<file path="src/sv/lcrwf_pkg.sv">
// Shared types, register codes and sequencing constants for the clipped window fill unit.
package lcrwf_pkg;

	localparam int COORD_W     = 11;
	localparam int COLOR_W     = 16;
	localparam int CNT_W       = 17;
	localparam int QUEUE_DEPTH = 4;
	localparam int CRED_W      = $clog2(QUEUE_DEPTH + 1);
	localparam int QIDX_W      = $clog2(QUEUE_DEPTH);

	localparam logic [CNT_W-1:0] CNT_MAX = {CNT_W{1'b1}};

	// Command modes
	localparam logic [2:0] MODE_PIXEL  = 3'd0;
	localparam logic [2:0] MODE_HLINE  = 3'd1;
	localparam logic [2:0] MODE_VLINE  = 3'd2;
	localparam logic [2:0] MODE_RECT   = 3'd3;
	localparam logic [2:0] MODE_ROTATE = 3'd4;

	// Panel registers
	localparam logic [7:0] REG_ENTRY  = 8'h03;
	localparam logic [7:0] REG_CUR_X  = 8'h20;
	localparam logic [7:0] REG_CUR_Y  = 8'h21;
	localparam logic [7:0] REG_GRAM   = 8'h22;
	localparam logic [7:0] REG_HSTART = 8'h50;
	localparam logic [7:0] REG_HEND   = 8'h51;
	localparam logic [7:0] REG_VSTART = 8'h52;
	localparam logic [7:0] REG_VEND   = 8'h53;

	typedef logic [COORD_W-1:0] coord_t;
	typedef logic [3:0] step_t;

	// Emission steps: window, data, window restore
	localparam step_t STEP_HSTART   = 4'd0;
	localparam step_t STEP_HEND     = 4'd1;
	localparam step_t STEP_VSTART   = 4'd2;
	localparam step_t STEP_VEND     = 4'd3;
	localparam step_t STEP_CUR_X    = 4'd4;
	localparam step_t STEP_CUR_Y    = 4'd5;
	localparam step_t STEP_DATA     = 4'd6;
	localparam step_t STEP_R_HSTART = 4'd7;
	localparam step_t STEP_R_HEND   = 4'd8;
	localparam step_t STEP_R_VSTART = 4'd9;
	localparam step_t STEP_R_VEND   = 4'd10;
	localparam step_t STEP_R_CUR_X  = 4'd11;
	localparam step_t STEP_R_CUR_Y  = 4'd12;

	typedef enum logic [1:0] {
		OP_PIXEL,
		OP_FILL,
		OP_ROTATE
	} op_t;

	typedef struct packed {
		op_t                op;
		logic [1:0]         rot;
		coord_t             ax1;
		coord_t             ax2;
		coord_t             ay1;
		coord_t             ay2;
		coord_t             cx;
		coord_t             cy;
		logic [COLOR_W-1:0] color;
		logic [CNT_W-1:0]   count;
	} cmd_t;

	function automatic logic [15:0] entry_mode(input logic [1:0] rot);
		logic [15:0] word;
		case (rot)
			2'd1:    word = 16'h1028;
			2'd2:    word = 16'h1000;
			2'd3:    word = 16'h1018;
			default: word = 16'h1030;
		endcase
		return word;
	endfunction

endpackage

</file>
<file path="src/sv/lcd_clip_rotate_window_fill_unit.sv">
// Top level of the clipped, rotated window fill unit with its configuration port.
//
// Each command accepted on start (while busy is low) is clipped to the logical
// screen and turned into a stream of panel register writes on the result ports,
// one item per clock while strobe is high; the receiver cannot stall, so every
// strobed item must be taken on that cycle. A pixel gives 3 items, a line or
// rectangle gives 13 (window, address counter, one flood item carrying colour
// and pixel count, then the full-screen window restore), apply-rotation gives
// 7, and a fully clipped, empty or unused command gives none. last marks the
// final item of each command. With nothing ahead of it, a command passes the
// clipping register, the mapping register, the queue and the output register
// before its first item is on the result ports; earlier commands still being
// emitted delay it further. Throughput is set by the emitter, which sends one
// item per cycle, so a stream of fills runs with no gaps between commands. A
// two-stage front end clips and maps coordinates and feeds a 4-entry command
// queue; busy rises when 4 commands are in flight or queued.
// The rotation register sits at byte address 0 of the APB port (2 bits, reset 0);
// write it only while the unit is idle.
module lcd_clip_rotate_window_fill_unit #(
	parameter int PANEL_WIDTH  = 240,
	parameter int PANEL_HEIGHT = 320
) (
	input  logic                 clk,
	input  logic                 arst_n,
	// configuration
	input  logic                 psel,
	input  logic                 penable,
	input  logic                 pwrite,
	input  logic [2:0]           paddr,
	input  logic [31:0]          pwdata,
	output logic [31:0]          prdata,
	output logic                 pready,
	// command
	input  logic                 start,
	output logic                 busy,
	input  logic [2:0]           mode,
	input  logic signed [15:0]   x_pos,
	input  logic signed [15:0]   y_pos,
	input  logic signed [15:0]   span_w,
	input  logic signed [15:0]   span_h,
	input  logic [15:0]          color,
	// results
	output logic                 strobe,
	output logic                 kind,
	output logic [7:0]           reg_addr,
	output logic [15:0]          reg_data,
	output logic [16:0]          pixel_count,
	output logic                 last
);
	import lcrwf_pkg::*;

	logic       rotation_q;
	logic [1:0] rot_q;
	logic       cfg_wr;
	logic       push, pop, empty;
	cmd_t       push_cmd, head;

	// Single register: decode on the word address bit
	assign pready = 1'b1;
	assign cfg_wr = psel & penable & pwrite & pready & ~paddr[2];
	assign prdata = paddr[2] ? 32'd0 : {30'd0, rot_q};

	always_ff @(posedge clk or negedge arst_n) begin
		if (!arst_n) begin
			rot_q      <= 2'd0;
			rotation_q <= 1'b0;
		end else if (cfg_wr) begin
			rot_q      <= pwdata[1:0];
			rotation_q <= pwdata[0];
		end
	end

	lcrwf_front #(
		.PANEL_WIDTH  (PANEL_WIDTH),
		.PANEL_HEIGHT (PANEL_HEIGHT)
	) u_front (
		.clk      (clk),
		.arst_n   (arst_n),
		.rotation (rot_q),
		.start    (start),
		.busy     (busy),
		.mode     (mode),
		.x_pos    (x_pos),
		.y_pos    (y_pos),
		.span_w   (span_w),
		.span_h   (span_h),
		.color    (color),
		.pop      (pop),
		.push     (push),
		.push_cmd (push_cmd)
	);

	lcrwf_queue u_queue (
		.clk      (clk),
		.arst_n   (arst_n),
		.push     (push),
		.push_cmd (push_cmd),
		.pop      (pop),
		.empty    (empty),
		.head     (head)
	);

	lcrwf_back #(
		.PANEL_WIDTH  (PANEL_WIDTH),
		.PANEL_HEIGHT (PANEL_HEIGHT)
	) u_back (
		.clk         (clk),
		.arst_n      (arst_n),
		.empty       (empty),
		.head        (head),
		.pop         (pop),
		.strobe      (strobe),
		.kind        (kind),
		.reg_addr    (reg_addr),
		.reg_data    (reg_data),
		.pixel_count (pixel_count),
		.last        (last)
	);

	// Odd-rotation bit must track the full rotation register
	a_rot_shadow: assert property (@(posedge clk) disable iff (!arst_n)
		rotation_q == rot_q[0])
		else $error("rotation shadow bit out of step");

endmodule

</file>
<file path="src/sv/lcrwf_front.sv">
// Front end: accepts commands, clips them, maps to panel coordinates, pushes to the queue.
module lcrwf_front #(
	parameter int PANEL_WIDTH  = 240,
	parameter int PANEL_HEIGHT = 320
) (
	input  logic                 clk,
	input  logic                 arst_n,
	input  logic [1:0]           rotation,
	input  logic                 start,
	output logic                 busy,
	input  logic [2:0]           mode,
	input  logic signed [15:0]   x_pos,
	input  logic signed [15:0]   y_pos,
	input  logic signed [15:0]   span_w,
	input  logic signed [15:0]   span_h,
	input  logic [15:0]          color,
	input  logic                 pop,
	output logic                 push,
	output lcrwf_pkg::cmd_t      push_cmd
);
	import lcrwf_pkg::*;

	localparam logic signed [17:0] W_S = 18'(PANEL_WIDTH);
	localparam logic signed [17:0] H_S = 18'(PANEL_HEIGHT);
	localparam coord_t WM1 = COORD_W'(PANEL_WIDTH - 1);
	localparam coord_t HM1 = COORD_W'(PANEL_HEIGHT - 1);

	logic [CRED_W-1:0] credits_q;
	logic              accept;

	logic                valid_s1;
	logic [2:0]          mode_s1;
	logic signed [15:0]  x_s1, y_s1, w_s1, h_s1;
	logic [COLOR_W-1:0]  color_s1;
	logic [1:0]          rot_s1;

	logic signed [17:0]  xs, ys, ww, hh, lw, lh, xe, ye;
	logic signed [17:0]  x1c, y1c, x2c, y2c, dx, dy;
	logic                keep, drop;
	op_t                 op_c;

	logic                valid_s2;
	op_t                 op_s2;
	logic [1:0]          rot_s2;
	coord_t              x1_s2, y1_s2, x2_s2, y2_s2, dx_s2, dy_s2;
	logic [COLOR_W-1:0]  color_s2;

	logic [2*COORD_W-1:0] prod;

	assign accept = start & ~busy;
	assign busy   = (credits_q == CRED_W'(QUEUE_DEPTH));
	assign drop   = valid_s1 & ~keep;

	// Count commands in flight or queued; release on drop or pop
	always_ff @(posedge clk or negedge arst_n) begin
		if (!arst_n) begin
			credits_q <= '0;
		end else begin
			credits_q <= credits_q + CRED_W'(accept) - CRED_W'(drop) - CRED_W'(pop);
		end
	end

	always_ff @(posedge clk or negedge arst_n) begin
		if (!arst_n) begin
			valid_s1 <= 1'b0;
		end else begin
			valid_s1 <= accept;
		end
	end

	always_ff @(posedge clk) begin
		if (accept) begin
			mode_s1  <= mode;
			x_s1     <= x_pos;
			y_s1     <= y_pos;
			w_s1     <= span_w;
			h_s1     <= span_h;
			color_s1 <= color;
			rot_s1   <= rotation;
		end
	end

	// Clip against the logical screen
	always_comb begin
		xs = {{2{x_s1[15]}}, x_s1};
		ys = {{2{y_s1[15]}}, y_s1};
		ww = {{2{w_s1[15]}}, w_s1};
		hh = {{2{h_s1[15]}}, h_s1};
		lw = rot_s1[0] ? H_S : W_S;
		lh = rot_s1[0] ? W_S : H_S;
		case (mode_s1)
			MODE_PIXEL: begin
				ww = 18'sd1;
				hh = 18'sd1;
			end
			MODE_HLINE: hh = 18'sd1;
			MODE_VLINE: begin
				hh = ww;
				ww = 18'sd1;
			end
			default: ;
		endcase
		xe  = xs + ww - 18'sd1;
		ye  = ys + hh - 18'sd1;
		x1c = (xs < 18'sd0) ? 18'sd0 : xs;
		y1c = (ys < 18'sd0) ? 18'sd0 : ys;
		x2c = (xe >= lw) ? lw - 18'sd1 : xe;
		y2c = (ye >= lh) ? lh - 18'sd1 : ye;
		dx  = x2c - x1c + 18'sd1;
		dy  = y2c - y1c + 18'sd1;
		case (mode_s1)
			MODE_PIXEL, MODE_HLINE, MODE_VLINE, MODE_RECT: begin
				keep = !(ww <= 18'sd0 || hh <= 18'sd0 || xs >= lw || ys >= lh ||
					xe < 18'sd0 || ye < 18'sd0);
			end
			MODE_ROTATE: keep = 1'b1;
			default:     keep = 1'b0;
		endcase
		case (mode_s1)
			MODE_PIXEL:  op_c = OP_PIXEL;
			MODE_ROTATE: op_c = OP_ROTATE;
			default:     op_c = OP_FILL;
		endcase
	end

	always_ff @(posedge clk or negedge arst_n) begin
		if (!arst_n) begin
			valid_s2 <= 1'b0;
		end else begin
			valid_s2 <= valid_s1 & keep;
		end
	end

	always_ff @(posedge clk) begin
		if (valid_s1) begin
			op_s2    <= op_c;
			rot_s2   <= rot_s1;
			x1_s2    <= COORD_W'(x1c);
			y1_s2    <= COORD_W'(y1c);
			x2_s2    <= COORD_W'(x2c);
			y2_s2    <= COORD_W'(y2c);
			dx_s2    <= COORD_W'(dx);
			dy_s2    <= COORD_W'(dy);
			color_s2 <= color_s1;
		end
	end

	// Pixel count and panel-native mapping
	assign prod = (2*COORD_W)'(dx_s2) * (2*COORD_W)'(dy_s2);

	always_comb begin
		push_cmd.op    = op_s2;
		push_cmd.rot   = rot_s2;
		push_cmd.color = color_s2;
		push_cmd.count = (prod > (2*COORD_W)'(CNT_MAX)) ? CNT_MAX : CNT_W'(prod);
		case (rot_s2)
			2'd1: begin
				push_cmd.ax1 = WM1 - y2_s2;
				push_cmd.ax2 = WM1 - y1_s2;
				push_cmd.ay1 = x1_s2;
				push_cmd.ay2 = x2_s2;
				push_cmd.cx  = WM1 - y1_s2;
				push_cmd.cy  = x1_s2;
			end
			2'd2: begin
				push_cmd.ax1 = WM1 - x2_s2;
				push_cmd.ax2 = WM1 - x1_s2;
				push_cmd.ay1 = HM1 - y2_s2;
				push_cmd.ay2 = HM1 - y1_s2;
				push_cmd.cx  = WM1 - x1_s2;
				push_cmd.cy  = HM1 - y1_s2;
			end
			2'd3: begin
				push_cmd.ax1 = y1_s2;
				push_cmd.ax2 = y2_s2;
				push_cmd.ay1 = HM1 - x2_s2;
				push_cmd.ay2 = HM1 - x1_s2;
				push_cmd.cx  = y1_s2;
				push_cmd.cy  = HM1 - x1_s2;
			end
			default: begin
				push_cmd.ax1 = x1_s2;
				push_cmd.ax2 = x2_s2;
				push_cmd.ay1 = y1_s2;
				push_cmd.ay2 = y2_s2;
				push_cmd.cx  = x1_s2;
				push_cmd.cy  = y1_s2;
			end
		endcase
	end

	assign push = valid_s2;

	a_credit_bound: assert property (@(posedge clk) disable iff (!arst_n)
		credits_q <= CRED_W'(QUEUE_DEPTH))
		else $error("command credit count above queue depth");

endmodule

</file>
<file path="src/sv/lcrwf_queue.sv">
// Short command queue between the front end and the emitter.
module lcrwf_queue (
	input  logic                 clk,
	input  logic                 arst_n,
	input  logic                 push,
	input  lcrwf_pkg::cmd_t      push_cmd,
	input  logic                 pop,
	output logic                 empty,
	output lcrwf_pkg::cmd_t      head
);
	import lcrwf_pkg::*;

	cmd_t              entry_q [QUEUE_DEPTH];
	logic [QIDX_W-1:0] wr_ptr_q, rd_ptr_q;
	logic [CRED_W-1:0] count_q;

	assign empty = (count_q == '0);
	assign head  = entry_q[rd_ptr_q];

	always_ff @(posedge clk) begin
		if (push) begin
			entry_q[wr_ptr_q] <= push_cmd;
		end
	end

	always_ff @(posedge clk or negedge arst_n) begin
		if (!arst_n) begin
			wr_ptr_q <= '0;
			rd_ptr_q <= '0;
			count_q  <= '0;
		end else begin
			if (push) begin
				wr_ptr_q <= (wr_ptr_q == QIDX_W'(QUEUE_DEPTH - 1)) ? '0 : wr_ptr_q + 1'b1;
			end
			if (pop) begin
				rd_ptr_q <= (rd_ptr_q == QIDX_W'(QUEUE_DEPTH - 1)) ? '0 : rd_ptr_q + 1'b1;
			end
			count_q <= count_q + CRED_W'(push) - CRED_W'(pop);
		end
	end

	a_no_overflow: assert property (@(posedge clk) disable iff (!arst_n)
		push |-> (count_q < CRED_W'(QUEUE_DEPTH) || pop))
		else $error("queue overflow");

	a_no_underflow: assert property (@(posedge clk) disable iff (!arst_n)
		pop |-> !empty)
		else $error("queue underflow");

endmodule

</file>
<file path="src/sv/lcrwf_back.sv">
// Emitter: walks the queued command through its register writes, one item per cycle.
module lcrwf_back #(
	parameter int PANEL_WIDTH  = 240,
	parameter int PANEL_HEIGHT = 320
) (
	input  logic                 clk,
	input  logic                 arst_n,
	input  logic                 empty,
	input  lcrwf_pkg::cmd_t      head,
	output logic                 pop,
	output logic                 strobe,
	output logic                 kind,
	output logic [7:0]           reg_addr,
	output logic [15:0]          reg_data,
	output logic [16:0]          pixel_count,
	output logic                 last
);
	import lcrwf_pkg::*;

	localparam coord_t WM1 = COORD_W'(PANEL_WIDTH - 1);
	localparam coord_t HM1 = COORD_W'(PANEL_HEIGHT - 1);

	logic             fresh_q;
	step_t            step_q, cur_step, first_step, final_step;
	coord_t           rcx, rcy;
	logic             kind_d;
	logic [7:0]       addr_d;
	logic [15:0]      data_d;
	logic [CNT_W-1:0] count_d;

	logic             strobe_q, last_q, kind_q;
	logic [7:0]       addr_q;
	logic [15:0]      data_q;
	logic [CNT_W-1:0] count_q;

	always_comb begin
		case (head.op)
			OP_PIXEL:  first_step = STEP_CUR_X;
			OP_ROTATE: first_step = STEP_DATA;
			default:   first_step = STEP_HSTART;
		endcase
		final_step = (head.op == OP_PIXEL) ? STEP_DATA : STEP_R_CUR_Y;
		cur_step   = fresh_q ? first_step : step_q;
	end

	assign pop = ~empty & (cur_step == final_step);

	// Cursor of the full-screen window depends on rotation
	assign rcx = (head.rot == 2'd1 || head.rot == 2'd2) ? WM1 : '0;
	assign rcy = (head.rot == 2'd2 || head.rot == 2'd3) ? HM1 : '0;

	always_comb begin
		kind_d  = 1'b0;
		addr_d  = '0;
		data_d  = '0;
		count_d = '0;
		case (cur_step)
			STEP_HSTART: begin addr_d = REG_HSTART; data_d = 16'(head.ax1); end
			STEP_HEND:   begin addr_d = REG_HEND;   data_d = 16'(head.ax2); end
			STEP_VSTART: begin addr_d = REG_VSTART; data_d = 16'(head.ay1); end
			STEP_VEND:   begin addr_d = REG_VEND;   data_d = 16'(head.ay2); end
			STEP_CUR_X:  begin addr_d = REG_CUR_X;  data_d = 16'(head.cx);  end
			STEP_CUR_Y:  begin addr_d = REG_CUR_Y;  data_d = 16'(head.cy);  end
			STEP_DATA: begin
				case (head.op)
					OP_FILL: begin
						kind_d  = 1'b1;
						addr_d  = REG_GRAM;
						data_d  = head.color;
						count_d = head.count;
					end
					OP_PIXEL: begin
						addr_d = REG_GRAM;
						data_d = head.color;
					end
					default: begin
						addr_d = REG_ENTRY;
						data_d = entry_mode(head.rot);
					end
				endcase
			end
			STEP_R_HSTART: begin addr_d = REG_HSTART; data_d = '0;          end
			STEP_R_HEND:   begin addr_d = REG_HEND;   data_d = 16'(WM1);    end
			STEP_R_VSTART: begin addr_d = REG_VSTART; data_d = '0;          end
			STEP_R_VEND:   begin addr_d = REG_VEND;   data_d = 16'(HM1);    end
			STEP_R_CUR_X:  begin addr_d = REG_CUR_X;  data_d = 16'(rcx);    end
			STEP_R_CUR_Y:  begin addr_d = REG_CUR_Y;  data_d = 16'(rcy);    end
			default: ;
		endcase
	end

	always_ff @(posedge clk or negedge arst_n) begin
		if (!arst_n) begin
			fresh_q  <= 1'b1;
			step_q   <= STEP_HSTART;
			strobe_q <= 1'b0;
			last_q   <= 1'b0;
		end else begin
			strobe_q <= ~empty;
			last_q   <= pop;
			if (!empty) begin
				if (pop) begin
					fresh_q <= 1'b1;
				end else begin
					fresh_q <= 1'b0;
					step_q  <= cur_step + 1'b1;
				end
			end
		end
	end

	always_ff @(posedge clk) begin
		if (!empty) begin
			kind_q  <= kind_d;
			addr_q  <= addr_d;
			data_q  <= data_d;
			count_q <= count_d;
		end
	end

	assign strobe      = strobe_q;
	assign kind        = kind_q;
	assign reg_addr    = addr_q;
	assign reg_data    = data_q;
	assign pixel_count = count_q;
	assign last        = last_q;

	a_last_strobed: assert property (@(posedge clk) disable iff (!arst_n)
		last |-> strobe)
		else $error("last flag without a result");

	a_flood_addr: assert property (@(posedge clk) disable iff (!arst_n)
		(strobe && kind) |-> (reg_addr == REG_GRAM))
		else $error("flood item not aimed at GRAM");

	a_step_range: assert property (@(posedge clk) disable iff (!arst_n)
		!fresh_q |-> (step_q <= STEP_R_CUR_Y))
		else $error("emitter step out of range");

endmodule

</file>
<file path="config.mk">
export PLATFORM = sky130hd
export DESIGN_NAME = lcd_clip_rotate_window_fill_unit
export DESIGN_NICKNAME = d
export VERILOG_FILES = /design/src/sv/lcrwf_pkg.sv /design/src/sv/lcd_clip_rotate_window_fill_unit.sv /design/src/sv/lcrwf_front.sv /design/src/sv/lcrwf_queue.sv /design/src/sv/lcrwf_back.sv
export SDC_FILE = /design/constraint.sdc
export NUM_CORES = 1
export LEC_CHECK = 0
export ABC_AREA = 1
export BUFFER_PORTS_ARGS = -buffer_cell sky130_fd_sc_hd__clkbuf_2
export CORE_ASPECT_RATIO = 0.8
export CORE_MARGIN = 2
export CORE_UTILIZATION = 62
export CTS_CLUSTER_SIZE = 24
export DETAILED_ROUTE_END_ITERATION = 10
export PLACE_DENSITY = 0.81
export SLEW_MARGIN = 5
export SYNTH_ARGS = -nofsm -noshare
export SYNTH_HDL_FRONTEND = slang
export SYNTH_SLANG_ARGS = --single-unit
</file>
<file path="constraint.sdc">
create_clock -name clk -period 8.3 [get_ports clk]
set_clock_uncertainty 0.15 [all_clocks]
set_input_delay 1.66 -clock clk [delete_from_list [all_inputs] [get_ports clk]]
set_output_delay 1.66 -clock clk [all_outputs]
set_load 0.01 [all_outputs]
</file>
==> out/metrics.csv <==
stage,metric,value,unit
clock_tree,postCtsHoldBufs,0,
layout,final_layout_size_suffix_gt1_share,8.21,%
flow_run,maxCapViolCount,0,
worst_hold_path,hold_class,reg2reg,
routing,drtIter0Drc,2876,
timing,min_period,6.71,ns
grt,grt_overflow,0,
routing,met3WireLength,8210,um
routing,vias,24736,
run_status,status,"complete, no violations",
timing,min_period_over_period,80.9,%
routing,wl_per_cell,18.8,um
routing,top_layer_used,met4,
timing,finalHoldViolations,0,
worst_setup_path,critical-path-max-stage-delay,0.42,ns
routing,vias_per_cell,5.74,
yosys,synth_seq_cells,642,
placement,place_ws,1.70,ns
timing,max_freq,0.149,GHz
timing,slew_headroom,35.0,%
layout,area_delta_synth_final,9.08,%
timing,fin_ws,1.59,ns
clock_tree,cts_sinks,642,
yosys,ys.flop_type,edfxtp_1,
yosys,synth_top_cell_by_area,edfxtp_1,
grt,grt_first_pass_wirelength,127000,um
worst_setup_path,crit_required,8.53,ns
floorplanning,die_area,58000,um^2
clock_tree,root_buffer,clkbuf_16,
yosys,ys_warn_count,0,
floorplanning,die_w,269,um
clock_tree,clkSlewWorstSetupHoldPaths,0.06,ns
worst_setup_path,r2r_slack,1.59,ns
placement,place_congestion,0.948,
routing,wl_met2,36800,um
grt,grtUsageTotal,28.2,%
yosys,synth_cells,3412,
timing,final-setup-viol-count,0,
yosys,synth_edf_count,621,
clock_tree,cts_setup_buffers,0,
yosys,netlist_area,34700,um^2
yosys,ys_top_cells_by_area,"edfxtp_1 (54%), ha_1 (7.3%), nand2_1 (6.0%)",
placement,port_buffers,135,
yosys,ys_seq_area_share,55.2,%
floorplanning,row_count,77,
grt,grt_pass1_vias,23570,
layout,nNetsFinal,3923,
clock_tree,cts_buffer_depth,3,
routing,ant_nets,0,
worst_setup_path,critical_path_class,reg2reg,
clock_tree,tritoncts,built,
worst_setup_path,cp_max_fo,16,
worst_setup_path,critPathMostFrequentCell,nand2_1,
yosys,synth_area_per_cell,10.2,um^2
worst_setup_path,cp-end-kind,flop,
clock_tree,clk_latency,0.65,ns
placement,hpwl,55800,um
layout,antenna_cells,0,
clock_tree,cts_resized,0,
grt,grt_max_degree,87,
routing,drc,0,
clock_tree,cts_buffers,59,
timing,rsz0062_at_grt,false,
layout,layout_common_cells,"edfxtp_1 (621), nand2_1 (552), inv_1 (508)",
worst_setup_path,critPathLaunchType,flop,
routing,drt-met1-wl,34200,um
yosys,ys_types,60,
floorplanning,io_pins,202,
timing,maxSlewViolCount,0,
layout,final_common_cell,edfxtp_1,
layout,regArea,19200,um^2
floorplanning,die_h,216,um
routing,firstDrtPassIters,6,
grt,antenna_found_initial,1,
layout,multi_input_comb_area,13000,um^2
routing,finalWirelength,81000,um
yosys,synth_top_area_share,53.7,%
floorplanning,core_area,55300,um^2
worst_setup_path,crit_arrival,6.94,ns
timing,tns,0,ns
yosys,async_flop_share,3.27,%
timing,tightest_slew,0.975,ns
layout,fillers,3994,
floorplanning,initial_utilization,62.8,%
clock_tree,h-tree-depth,2,
worst_setup_path,slowest_stage,fa_1,
per-layer routing:
metal | GRT usage [%] | vias to the layer above
li1 | - | 11637
met1 | 42.4 | 11761
met2 | 43.6 | 1207
met3 | 4.03 | 131
met4 | 7.22 | 0
met5 | 0 | -
stage by stage:
stage | hold WS, ns | instance area (um^2) | std cells | utilization [%]
2_1_floorplan | 0.250 | 34900 | 3444 | -
3_3_place_gp | 0.252 | 35900 | 4200 | 65.0
3_5_place_dp | 0.255 | 35900 | 4200 | 65.0
4_1_cts | 0.220 | 37900 | 4308 | 68.5
5_1_grt | 0.234 | 37900 | 4308 | 68.5
6_report | 0.224 | 37900 | 4308 | 68.5
worst paths after layout:
check / start / end / cells after the start
max: u_front.mode_s1[1]$_DFFE_PP_ / u_front.dx_s2[9]$_DFFE_PP_ / 37
min: u_front.color_s1[7]$_DFFE_PP_ / u_front.color_s2[7]$_DFFE_PP_ / 0
max reg2reg: u_front.mode_s1[1]$_DFFE_PP_ / u_front.dx_s2[9]$_DFFE_PP_ / 37
min reg2reg: u_front.color_s1[7]$_DFFE_PP_ / u_front.color_s2[7]$_DFFE_PP_ / 0
max in group asynchronous: arst_n / u_front.valid_s1$_DFF_PN0_ / 1
min in group asynchronous: arst_n / u_back.strobe$_DFF_PN0_ / 1
cells by family after synthesis:
group / after synthesis / synth area share (%)
AO/OA/AOI/OAI: 562 / 9.29
XOR/XNOR: 57 / 1.44
adder cells (fa/ha/maj): 288 / 12.2
buffers and inverters: 667 / 7.66
flip-flops: 642 / 55.2
multiplexers: 1 / 0.0324
other: 2 / 0.0216
AND/OR/NAND/NOR: 1193 / 14.1
cell usage after synthesis (10+ instances only):
master     count
a21oi_1      135
a21oi_2       10
a221oi_1      11
a22oi_1       10
buf_4         36
clkbuf_1      93
dfrtp_1       20
edfxtp_1     621
fa_1          86
ha_1         202
inv_1        513
nand2_1      552
nand3_1      107
nand4_1       32
nor2_1       430
nor3_1        16
nor4_1        13
o2111ai_1     19
o21ai_0      265
o221ai_1      13
o22ai_1       57
or2_2         11
xnor2_1       20
xor2_1        37
flip-flops by register name (all words and copies together) (netlist names), 16 cells and up:
signal and cells:
u_front.color_s2 16, u_front.y_s1 16, u_front.color_s1 16, u_back.pixel_count 17, u_back.reg_data 16, u_queue.entry_q 412, u_front.x_s1 16, u_front.w_s1 16
u_front.h_s1 16
cell type report:
cell class / instances / area share [%]
Sequential cell: 642 / 50.6
Multi-Input combinational cell: 2135 / 34.4
Inverter: 519 / 5.18
Clock buffer: 75 / 4.08
Tap cell: 750 / 2.48
Timing Repair Buffer: 154 / 2.16
Clock inverter: 33 / 1.08
critical path: cells and delay by family (launching register included):
| kind | cells | cell delay, ns |
|---|---|---|
| AO/OA/AOI/OAI | 4 | 0.60 |
| flip-flops | 1 | 0.39 |
| buffers and inverters | 7 | 0.54 |
| adder cells (fa/ha/maj) | 7 | 2.21 |
| XOR/XNOR | 2 | 0.26 |
| AND/OR/NAND/NOR | 17 | 2.30 |
Power is not shown: default switching activity piles up to over one toggle a cycle in this logic, so the estimate is an artifact.
